<file path="src/design/assert_macros.svh">
// Assertion helpers, included by tgd_core.sv.
`ifndef ASSERT_MACROS_SVH
`define ASSERT_MACROS_SVH

// Concurrent check sampled on the rising clock edge, off while reset is low.
`define TGD_ASSERT(lbl, clk, rstn, prop) \
  lbl: assert property (@(posedge clk) disable iff (!(rstn)) (prop)) \
    else $error("touch gesture detector: assertion failed");

// Concurrent check that a condition never occurs.
`define TGD_ASSERT_NEVER(lbl, clk, rstn, cond) \
  `TGD_ASSERT(lbl, clk, rstn, !(cond))

`endif

</file>
<file path="src/design/tgd_pkg.sv">
`default_nettype none

package tgd_pkg;

  // Width of each configuration register.
  localparam int unsigned CfgWidth = 16;

  // APB port geometry: three 32-bit registers at byte addresses 0, 4 and 8.
  localparam int unsigned ApbAddrWidth = 4;
  localparam int unsigned ApbDataWidth = 32;

  // Register indexes, taken from paddr[3:2].
  typedef enum logic [1:0] {
    REG_NOISE_WINDOW   = 2'd0,
    REG_DOUBLE_TAP_GAP = 2'd1,
    REG_HOLD_TIME      = 2'd2
  } reg_idx_e;

  // Register reset values.
  localparam logic [CfgWidth-1:0] NoiseWindowReset  = 16'd40;
  localparam logic [CfgWidth-1:0] DoubleTapGapReset = 16'd100;
  localparam logic [CfgWidth-1:0] HoldTimeReset     = 16'd1000;

  // Gesture machine states, as reported on machine_state.
  typedef enum logic [2:0] {
    ST_INIT          = 3'd0,
    ST_UP            = 3'd1,
    ST_DOWN          = 3'd2,
    ST_POST_HOLD     = 3'd3,
    ST_TAPPED        = 3'd4,
    ST_DOUBLE_TAPPED = 3'd5
  } gstate_e;

  // Events, as reported on gesture_event.
  typedef enum logic [2:0] {
    EV_NONE       = 3'd0,
    EV_TAP        = 3'd1,
    EV_DOUBLE_TAP = 3'd2,
    EV_HOLD       = 3'd3,
    EV_TAP_HOLD   = 3'd4
  } gevent_e;

  // Configuration as seen by the gesture core.
  typedef struct packed {
    logic [CfgWidth-1:0] noise_window;
    logic [CfgWidth-1:0] double_tap_gap;
    logic [CfgWidth-1:0] hold_time;
  } cfg_t;

endpackage

`default_nettype wire

</file>
<file path="src/design/tgd_cfg_regs.sv">
`default_nettype none

module tgd_cfg_regs (
  input  wire logic                                 clk_i,
  input  wire logic                                 rst_ni,
  input  wire logic                                 psel,
  input  wire logic                                 penable,
  input  wire logic                                 pwrite,
  input  wire logic [tgd_pkg::ApbAddrWidth-1:0]     paddr,
  input  wire logic [tgd_pkg::ApbDataWidth-1:0]     pwdata,
  output logic      [tgd_pkg::ApbDataWidth-1:0]     prdata,
  output logic                                      pready,
  output tgd_pkg::cfg_t                             cfg_o
);

  tgd_pkg::cfg_t cfg_q;
  logic [1:0]    reg_idx;
  logic          wr_en;

  // No wait states.
  assign pready = 1'b1;

  // Word index of the addressed register.
  assign reg_idx = paddr[3:2];
  assign wr_en   = psel && penable && pwrite && pready;

  // Register file; a write to an unused address is dropped.
  always_ff @(posedge clk_i or negedge rst_ni) begin
    if (!rst_ni) begin
      cfg_q.noise_window   <= tgd_pkg::NoiseWindowReset;
      cfg_q.double_tap_gap <= tgd_pkg::DoubleTapGapReset;
      cfg_q.hold_time      <= tgd_pkg::HoldTimeReset;
    end else if (wr_en) begin
      case (reg_idx)
        tgd_pkg::REG_NOISE_WINDOW: begin
          cfg_q.noise_window <= pwdata[tgd_pkg::CfgWidth-1:0];
        end
        tgd_pkg::REG_DOUBLE_TAP_GAP: begin
          cfg_q.double_tap_gap <= pwdata[tgd_pkg::CfgWidth-1:0];
        end
        tgd_pkg::REG_HOLD_TIME: begin
          cfg_q.hold_time <= pwdata[tgd_pkg::CfgWidth-1:0];
        end
        default: begin
        end
      endcase
    end
  end

  // Read mux.
  always_comb begin
    case (reg_idx)
      tgd_pkg::REG_NOISE_WINDOW: begin
        prdata = tgd_pkg::ApbDataWidth'(cfg_q.noise_window);
      end
      tgd_pkg::REG_DOUBLE_TAP_GAP: begin
        prdata = tgd_pkg::ApbDataWidth'(cfg_q.double_tap_gap);
      end
      tgd_pkg::REG_HOLD_TIME: begin
        prdata = tgd_pkg::ApbDataWidth'(cfg_q.hold_time);
      end
      default: begin
        prdata = '0;
      end
    endcase
  end

  assign cfg_o = cfg_q;

endmodule

`default_nettype wire

</file>
<file path="src/design/tgd_core.sv">
`default_nettype none

`include "assert_macros.svh"

module tgd_core #(
  parameter int unsigned COUNT_WIDTH = 16
) (
  input  wire logic          clk_i,
  input  wire logic          rst_ni,
  input  wire logic          step_i,
  input  wire logic          touch_i,
  input  wire tgd_pkg::cfg_t cfg_i,
  output tgd_pkg::gevent_e   event_o,
  output tgd_pkg::gstate_e   state_o
);

  // Compares are done at the wider of the counter and register widths.
  localparam int unsigned CmpWidth =
    (COUNT_WIDTH > tgd_pkg::CfgWidth) ? COUNT_WIDTH : tgd_pkg::CfgWidth;

  tgd_pkg::gstate_e       state_q, state_d;
  tgd_pkg::gevent_e       event_d;
  tgd_pkg::gstate_e       state_out_q;
  tgd_pkg::gevent_e       event_out_q;
  logic [COUNT_WIDTH-1:0] since_press_q, since_press_d;
  logic [COUNT_WIDTH-1:0] since_release_q, since_release_d;
  logic                   last_touch_q, last_touch_d;

  logic [COUNT_WIDTH-1:0] press_adv, release_adv;
  logic [CmpWidth-1:0]    press_x, release_x;
  logic [CmpWidth-1:0]    noise_x, gap_x, hold_x;
  logic                   noise, held_long, gap_done, in_init;

  // Saturating advance of both edge counters.
  assign press_adv   = (since_press_q == {COUNT_WIDTH{1'b1}}) ? since_press_q
                                                                : since_press_q + 1'b1;
  assign release_adv = (since_release_q == {COUNT_WIDTH{1'b1}}) ? since_release_q
                                                                  : since_release_q + 1'b1;

  // Timing compares against the configured windows.
  assign press_x   = CmpWidth'(press_adv);
  assign release_x = CmpWidth'(release_adv);
  assign noise_x   = CmpWidth'(cfg_i.noise_window);
  assign gap_x     = CmpWidth'(cfg_i.double_tap_gap);
  assign hold_x    = CmpWidth'(cfg_i.hold_time);

  assign noise     = touch_i ? (release_x < noise_x) : (press_x < noise_x);
  assign held_long = press_x > hold_x;
  assign gap_done  = release_x > gap_x;
  assign in_init   = (state_q == tgd_pkg::ST_INIT);

  // Next state. After init, a noisy sample leaves the state alone.
  always_comb begin
    state_d = state_q;
    if (in_init) begin
      state_d = touch_i ? tgd_pkg::ST_DOWN : tgd_pkg::ST_UP;
    end else if (!noise) begin
      case (state_q)
        tgd_pkg::ST_UP: begin
          if (touch_i) state_d = tgd_pkg::ST_DOWN;
        end
        tgd_pkg::ST_DOWN: begin
          if (!touch_i) begin
            state_d = tgd_pkg::ST_TAPPED;
          end else if (held_long) begin
            state_d = tgd_pkg::ST_POST_HOLD;
          end
        end
        tgd_pkg::ST_POST_HOLD: begin
          if (!touch_i) state_d = tgd_pkg::ST_UP;
        end
        tgd_pkg::ST_TAPPED: begin
          if (touch_i) begin
            state_d = tgd_pkg::ST_DOUBLE_TAPPED;
          end else if (gap_done) begin
            state_d = tgd_pkg::ST_UP;
          end
        end
        tgd_pkg::ST_DOUBLE_TAPPED: begin
          if (touch_i) begin
            if (held_long) state_d = tgd_pkg::ST_POST_HOLD;
          end else if (gap_done) begin
            state_d = tgd_pkg::ST_UP;
          end
        end
        default: begin
          state_d = tgd_pkg::ST_UP;
        end
      endcase
    end
  end

  // Event reported for this sample.
  always_comb begin
    event_d = tgd_pkg::EV_NONE;
    if (!in_init && !noise) begin
      case (state_q)
        tgd_pkg::ST_DOWN: begin
          if (touch_i && held_long) event_d = tgd_pkg::EV_HOLD;
        end
        tgd_pkg::ST_TAPPED: begin
          if (!touch_i && gap_done) event_d = tgd_pkg::EV_TAP;
        end
        tgd_pkg::ST_DOUBLE_TAPPED: begin
          if (touch_i && held_long) begin
            event_d = tgd_pkg::EV_TAP_HOLD;
          end else if (!touch_i && gap_done) begin
            event_d = tgd_pkg::EV_DOUBLE_TAP;
          end
        end
        default: begin
          event_d = tgd_pkg::EV_NONE;
        end
      endcase
    end
  end

  // Edge bookkeeping. The first sample records no edge.
  always_comb begin
    since_press_d   = press_adv;
    since_release_d = release_adv;
    last_touch_d    = last_touch_q;
    if (!in_init) begin
      if (touch_i && !last_touch_q) begin
        since_press_d = '0;
        last_touch_d  = 1'b1;
      end else if (!touch_i && last_touch_q) begin
        since_release_d = '0;
        last_touch_d    = 1'b0;
      end
    end
  end

  // Gesture state, advanced once per transaction.
  always_ff @(posedge clk_i or negedge rst_ni) begin
    if (!rst_ni) begin
      state_q         <= tgd_pkg::ST_INIT;
      since_press_q   <= '0;
      since_release_q <= '0;
      last_touch_q    <= 1'b0;
    end else if (step_i) begin
      state_q         <= state_d;
      since_press_q   <= since_press_d;
      since_release_q <= since_release_d;
      last_touch_q    <= last_touch_d;
    end
  end

  // Result register.
  always_ff @(posedge clk_i) begin
    if (step_i) begin
      state_out_q <= state_d;
      event_out_q <= event_d;
    end
  end

  assign event_o = event_out_q;
  assign state_o = state_out_q;

  // The first sample leaves init for up or down.
  `TGD_ASSERT(a_init_exit, clk_i, rst_ni,
    step_i && in_init |=> state_q == tgd_pkg::ST_UP || state_q == tgd_pkg::ST_DOWN)

  // A final event always settles the machine in up or post hold.
  `TGD_ASSERT(a_event_settles, clk_i, rst_ni,
    step_i && event_d != tgd_pkg::EV_NONE |->
      state_d == tgd_pkg::ST_UP || state_d == tgd_pkg::ST_POST_HOLD)

  // Without a transaction the gesture state and counters hold.
  `TGD_ASSERT(a_idle_holds, clk_i, rst_ni,
    !step_i |=> $stable(state_q) && $stable(since_press_q) && $stable(since_release_q))

  // A press edge after init restarts the press counter.
  `TGD_ASSERT(a_press_clears, clk_i, rst_ni,
    step_i && !in_init && touch_i && !last_touch_q |=> since_press_q == '0 && last_touch_q)

endmodule

`default_nettype wire

</file>
<file path="src/design/touch_gesture_detector_top.sv">
`default_nettype none

// Tap, double tap, hold and tap-hold detector for one touch pad. Each input
// transaction carries one touch sample (one per millisecond tick); each sample
// yields exactly one output transaction with the event it caused and the
// machine state after it. A new sample can be taken every clock cycle unless
// in_stall_o is high. Each sample passes through the input register and then
// the result register; the input register can take the next sample in while a
// result still waits. The three timing windows are set over the APB
// port (noise_window at 0x0, double_tap_gap at 0x4, hold_time at 0x8) and
// should only be written while no transaction is in flight.
module touch_gesture_detector_top #(
  parameter int unsigned COUNT_WIDTH = 16
) (
  input  wire logic                                clk_i,
  input  wire logic                                rst_ni,
  // Sample channel
  input  wire logic                                in_valid_i,
  output logic                                     in_stall_o,
  input  wire logic                                touch_i,
  // Result channel
  output logic                                     out_valid_o,
  input  wire logic                                out_stall_i,
  output logic      [2:0]                          gesture_event_o,
  output logic      [2:0]                          machine_state_o,
  // Configuration
  input  wire logic                                psel,
  input  wire logic                                penable,
  input  wire logic                                pwrite,
  input  wire logic [tgd_pkg::ApbAddrWidth-1:0]    paddr,
  input  wire logic [tgd_pkg::ApbDataWidth-1:0]    pwdata,
  output logic      [tgd_pkg::ApbDataWidth-1:0]    prdata,
  output logic                                     pready
);

  tgd_pkg::cfg_t    cfg;
  tgd_pkg::gevent_e core_event;
  tgd_pkg::gstate_e core_state;

  logic in_valid_q;
  logic in_touch_q;
  logic out_valid_q;
  logic out_free, step, in_accept;

  // Handshake: the result register frees when empty or being taken.
  assign out_free   = !out_valid_q || !out_stall_i;
  assign step       = in_valid_q && out_free;
  assign in_stall_o = in_valid_q && !out_free;
  assign in_accept  = in_valid_i && !in_stall_o;

  // Input register valid and result valid.
  always_ff @(posedge clk_i or negedge rst_ni) begin
    if (!rst_ni) begin
      in_valid_q  <= 1'b0;
      out_valid_q <= 1'b0;
    end else begin
      if (in_accept) begin
        in_valid_q <= 1'b1;
      end else if (step) begin
        in_valid_q <= 1'b0;
      end
      if (step) begin
        out_valid_q <= 1'b1;
      end else if (out_free) begin
        out_valid_q <= 1'b0;
      end
    end
  end

  // Input register payload.
  always_ff @(posedge clk_i) begin
    if (in_accept) begin
      in_touch_q <= touch_i;
    end
  end

  tgd_cfg_regs u_cfg (
    .clk_i   (clk_i),
    .rst_ni  (rst_ni),
    .psel    (psel),
    .penable (penable),
    .pwrite  (pwrite),
    .paddr   (paddr),
    .pwdata  (pwdata),
    .prdata  (prdata),
    .pready  (pready),
    .cfg_o   (cfg)
  );

  tgd_core #(
    .COUNT_WIDTH (COUNT_WIDTH)
  ) u_core (
    .clk_i   (clk_i),
    .rst_ni  (rst_ni),
    .step_i  (step),
    .touch_i (in_touch_q),
    .cfg_i   (cfg),
    .event_o (core_event),
    .state_o (core_state)
  );

  assign out_valid_o     = out_valid_q;
  assign gesture_event_o = core_event;
  assign machine_state_o = core_state;

endmodule

`default_nettype wire
</file>
<file path="config.mk">
export PLATFORM = sky130hd
export DESIGN_NAME = touch_gesture_detector_top
export DESIGN_NICKNAME = d
export VERILOG_FILES = /design/src/design/tgd_pkg.sv /design/src/design/tgd_cfg_regs.sv /design/src/design/tgd_core.sv /design/src/design/touch_gesture_detector_top.sv
export VERILOG_INCLUDE_DIRS = /design/src /design/src/design
export SDC_FILE = /design/constraint.sdc
export NUM_CORES = 1
export LEC_CHECK = 0
export ABC_AREA = 0
export BUFFER_PORTS_ARGS = -buffer_cell sky130_fd_sc_hd__buf_4
export CORE_MARGIN = 3
export CORE_UTILIZATION = 55
export DETAILED_ROUTE_END_ITERATION = 16
export PLACE_DENSITY = 0.88
export SKIP_LAST_GASP = 1
export SYNTH_ARGS = -nofsm -noshare
export SYNTH_HDL_FRONTEND = slang
export SYNTH_SLANG_ARGS = --single-unit
</file>
<file path="constraint.sdc">
create_clock -name clk_i -period 10.71 [get_ports clk_i]
set_input_delay 1.071 -clock clk_i [delete_from_list [all_inputs] [get_ports clk_i]]
set_output_delay 1.071 -clock clk_i [all_outputs]
set_load 0.05 [all_outputs]
</file>
==> results.txt <==
Outcome - complete, no violations
Max Cap Viol - 0
Grt ovf - 0
Hold/Removal Path Class - flop to flop
Clk slew on worst S/H paths - 0.07 ns
Worst hold endpoint - out_valid_o
CTS tree - built
Final wirelength - 15.3 mm
Min-delay src - in_valid_q
Largest net degree at the start of global routing - 55
Worst-Margin Slew - 0.859 ns
Post-cts resize count - 0
Post-route DRC - 0
First-pass GRT wire length - 25.6 mm
Register area share after synthesis - 36.6%
Synth top area cells - dfrtp_1 (29%), ha_1 (13%), nand2_1 (5.7%)
Final worst path period need - 5.09 ns
Post-synthesis register bit count - 93
Reg2reg path depth - 15
Area Growth Syn to Fin - 10.4%
Synth unique cells - 61
Dpl hpwl - 11.4 mm
Chip Width - 115 µm
Full die area - 0.0131 mm²
Fmax - 196 MHz
Critical path capture point type - flop
Boundary Pins - 85
Die Ht - 115 µm
Synth top area share - 28.9%
CORE AREA - 0.0115 mm²
Vias in the first global route - 5313
Setup TNS - 0 ns
Number of synthesized flops with an enable pin - 7
Yosys Warn Count - 0
Clk buf depth - 2
Ant. Diodes - 0
RSZ-0062 raised after global routing - false
Post-CTS setup buffer count - 0
Worst R2R Start - u_core.since_release_q[0]
Rows - 39
Final hold viol count - 0
Drt pass-1 iters - 5
Crit Path Max Fanout - 11
Port Buf Inserts - 49
Reg-to-reg slack, setup - 5.62 ns
Mapped cell area - 0.00649 mm²
CTS Hold Bufs - 0
Share of layout cells above drive strength 1 - 14.9%
Slew headroom - 41.3%
Antenna violations before repair - 0
Max VDD drop - 0.123 mV
DRT antenna net count - 0
Total track usage - 24.6%
Clk root buf - clkbuf_16
Hold depth - 1
CTS Sinks - 93
Arr. time, crit path - 5.34 ns
Final count of negative-setup-slack endpoints - 0
Nets - 862
Leakage power total - 3.47 nW
Final worst-path cycle share - 47.5%
Syn avg cell area - 9.04 µm²
DR vias - 5438
Critical Path Start Type - flop
Final Cell Area - 0.00717 mm²
Cell Area, Placed - 0.00689 mm²
Place WS - 5.74 ns
Worst-Skew Late Latency - 0.36 ns
Asr flop ratio synth - 92.5%
Initial core utilization - 56.6%
CTS Buf Count - 9
Mapped Cells - 718
Final Wtd Congestion - 0.866
FF-to-FF End - u_core.state_q[0]
Avg WL per Cell - 17.0 µm
Routed vias/inst - 6.04
Crit path kind - flop to flop
Final Skew - 0.00719 ns
Pwr Density - 172 mW/mm²
Critical Path RT - 10.95 ns
Final Max Slew Viols - 0
Starting DRT DRC Count - 554
Fin worst setup slack - 5.62 ns
Post-synth top flop - dfrtp_1
H-tree Lvls - 3
Post-synth top area cell - dfrtp_1
[power breakdown]
group,total (mW),leakage (nW),internal [mW],switching (mW)
Clock,0.305,0.127,0.159,0.146
Combinational,0.440,2.21,0.166,0.274
Sequential,0.487,1.13,0.428,0.0598
[synthesized netlist by cell type (all sizes together) (17+ instances only)]
cell type  count
nor2          32
ha            66
mux2          22
inv           53
a21oi         25
o21ai         74
nand2         99
mux2i         18
buf           21
dfrtp         75
clkbuf        26
nand3         19
nand4         17
[critical path, stage by stage, from the launching register on]
cell       delay, ns
dfrtp_1         0.46
ha_1            0.27
nand3_1         0.10
or4_1           0.31
nor3b_1         0.55
and4_1          0.39
nand2_1         0.11
xnor2_1         0.25
ha_1            0.31
a21oi_1         0.14
o21ai_0         0.11
a2111oi_0       0.80
a22oi_1         0.29
nand3b_1        0.46
o31ai_4         0.13
a221o_1         0.30
[per-stage QoR]
stage                     hold slack [ns]  utilization (%)  power [mW]  std cells
final                               0.499             62.5        1.23        900
after global routing                0.536             62.5        1.31        900
after CTS                           0.501             62.5        1.23        900
after detailed placement            0.485             60.1       0.923        884
after global placement              0.480             60.1       0.903        884
after floorplan                     0.457                -       0.806        733
[cells in the final DEF (no fill, tap or decap), drive strengths merged, types with 9 or more instances in the layout]
cell type	Yosys	routed
a21oi	25	25
a22o	12	12
and2	9	9
buf	21	55
clkbuf	26	10
conb	2	17
dfrtp	75	75
dfstp	11	11
ha	66	66
inv	53	54
mux2	22	22
mux2i	18	18
nand2	99	99
nand3	19	19
nand4	17	17
nor2	32	32
o21ai	74	74
o31ai	12	12
xnor2	14	14
xor2	14	14
[area by class of cell]
cell class                 count  area [µm²]
clock buffer                  10         229
clock inverter                 6        47.5
fill                         926        4300
inverter                      53         199
multi-input combinational    540        3720
sequential                    93        2380
tap                          143         179
timing repair buffer          55         413
[worst max path at each step]
stage | from | end | slack (ns) | cells after the start
finish | u_core.since_release_q[0] | u_core.state_q[0] | 5.62 | 15
global route | u_core.since_release_q[0] | u_core.state_o[2] | 5.25 | 15
CTS | u_core.since_release_q[0] | u_core.state_q[0] | 5.66 | 15
detailed placement | u_core.since_release_q[0] | u_core.state_q[0] | 5.74 | 15
global placement | u_core.since_release_q[0] | u_core.state_o[2] | 5.78 | 15
floorplan | paddr[2] | prdata[10] | 6.47 | 4
[metal layers]
metal | global-route usage (%) | share of wire (%) | vias up
met4 | 11.7 | 3.5 | 0
li1 | - | - | 2584
met2 | 39.0 | 47 | 229
met3 | 4.65 | 6.5 | 41
met1 | 32.4 | 43 | 2584
met5 | 0 | 0 | -
[state kept, by name, summed over array words and instances (netlist names)]
| name | flops |
|---|---|
| u_core.since_press_q | 16 |
| u_core.state_o | 3 |
| u_core.state_q | 3 |
| u_core.since_release_q | 16 |
| u_cfg.cfg_o | 48 |
| out_valid_o | 1 |
| u_core.last_touch_q | 1 |
| u_core.event_o | 3 |
| in_touch_q | 1 |
| in_valid_q | 1 |
[kinds of logic (layout without fill, tap and decap cells)]
group | after synthesis | in the layout | synth area share, %
xor+xnor | 28 | 28 | 3.78
simple gates | 222 | 222 | 16.6
compound gates | 167 | 167 | 16.5
flops | 93 | 93 | 36.6
mux | 40 | 40 | 6.65
fa+ha+maj | 66 | 66 | 12.7
other cells | 2 | 17 | 0.116
buf+inv | 100 | 124 | 7.04
Note: power is estimated with default switching activity, not from simulation.
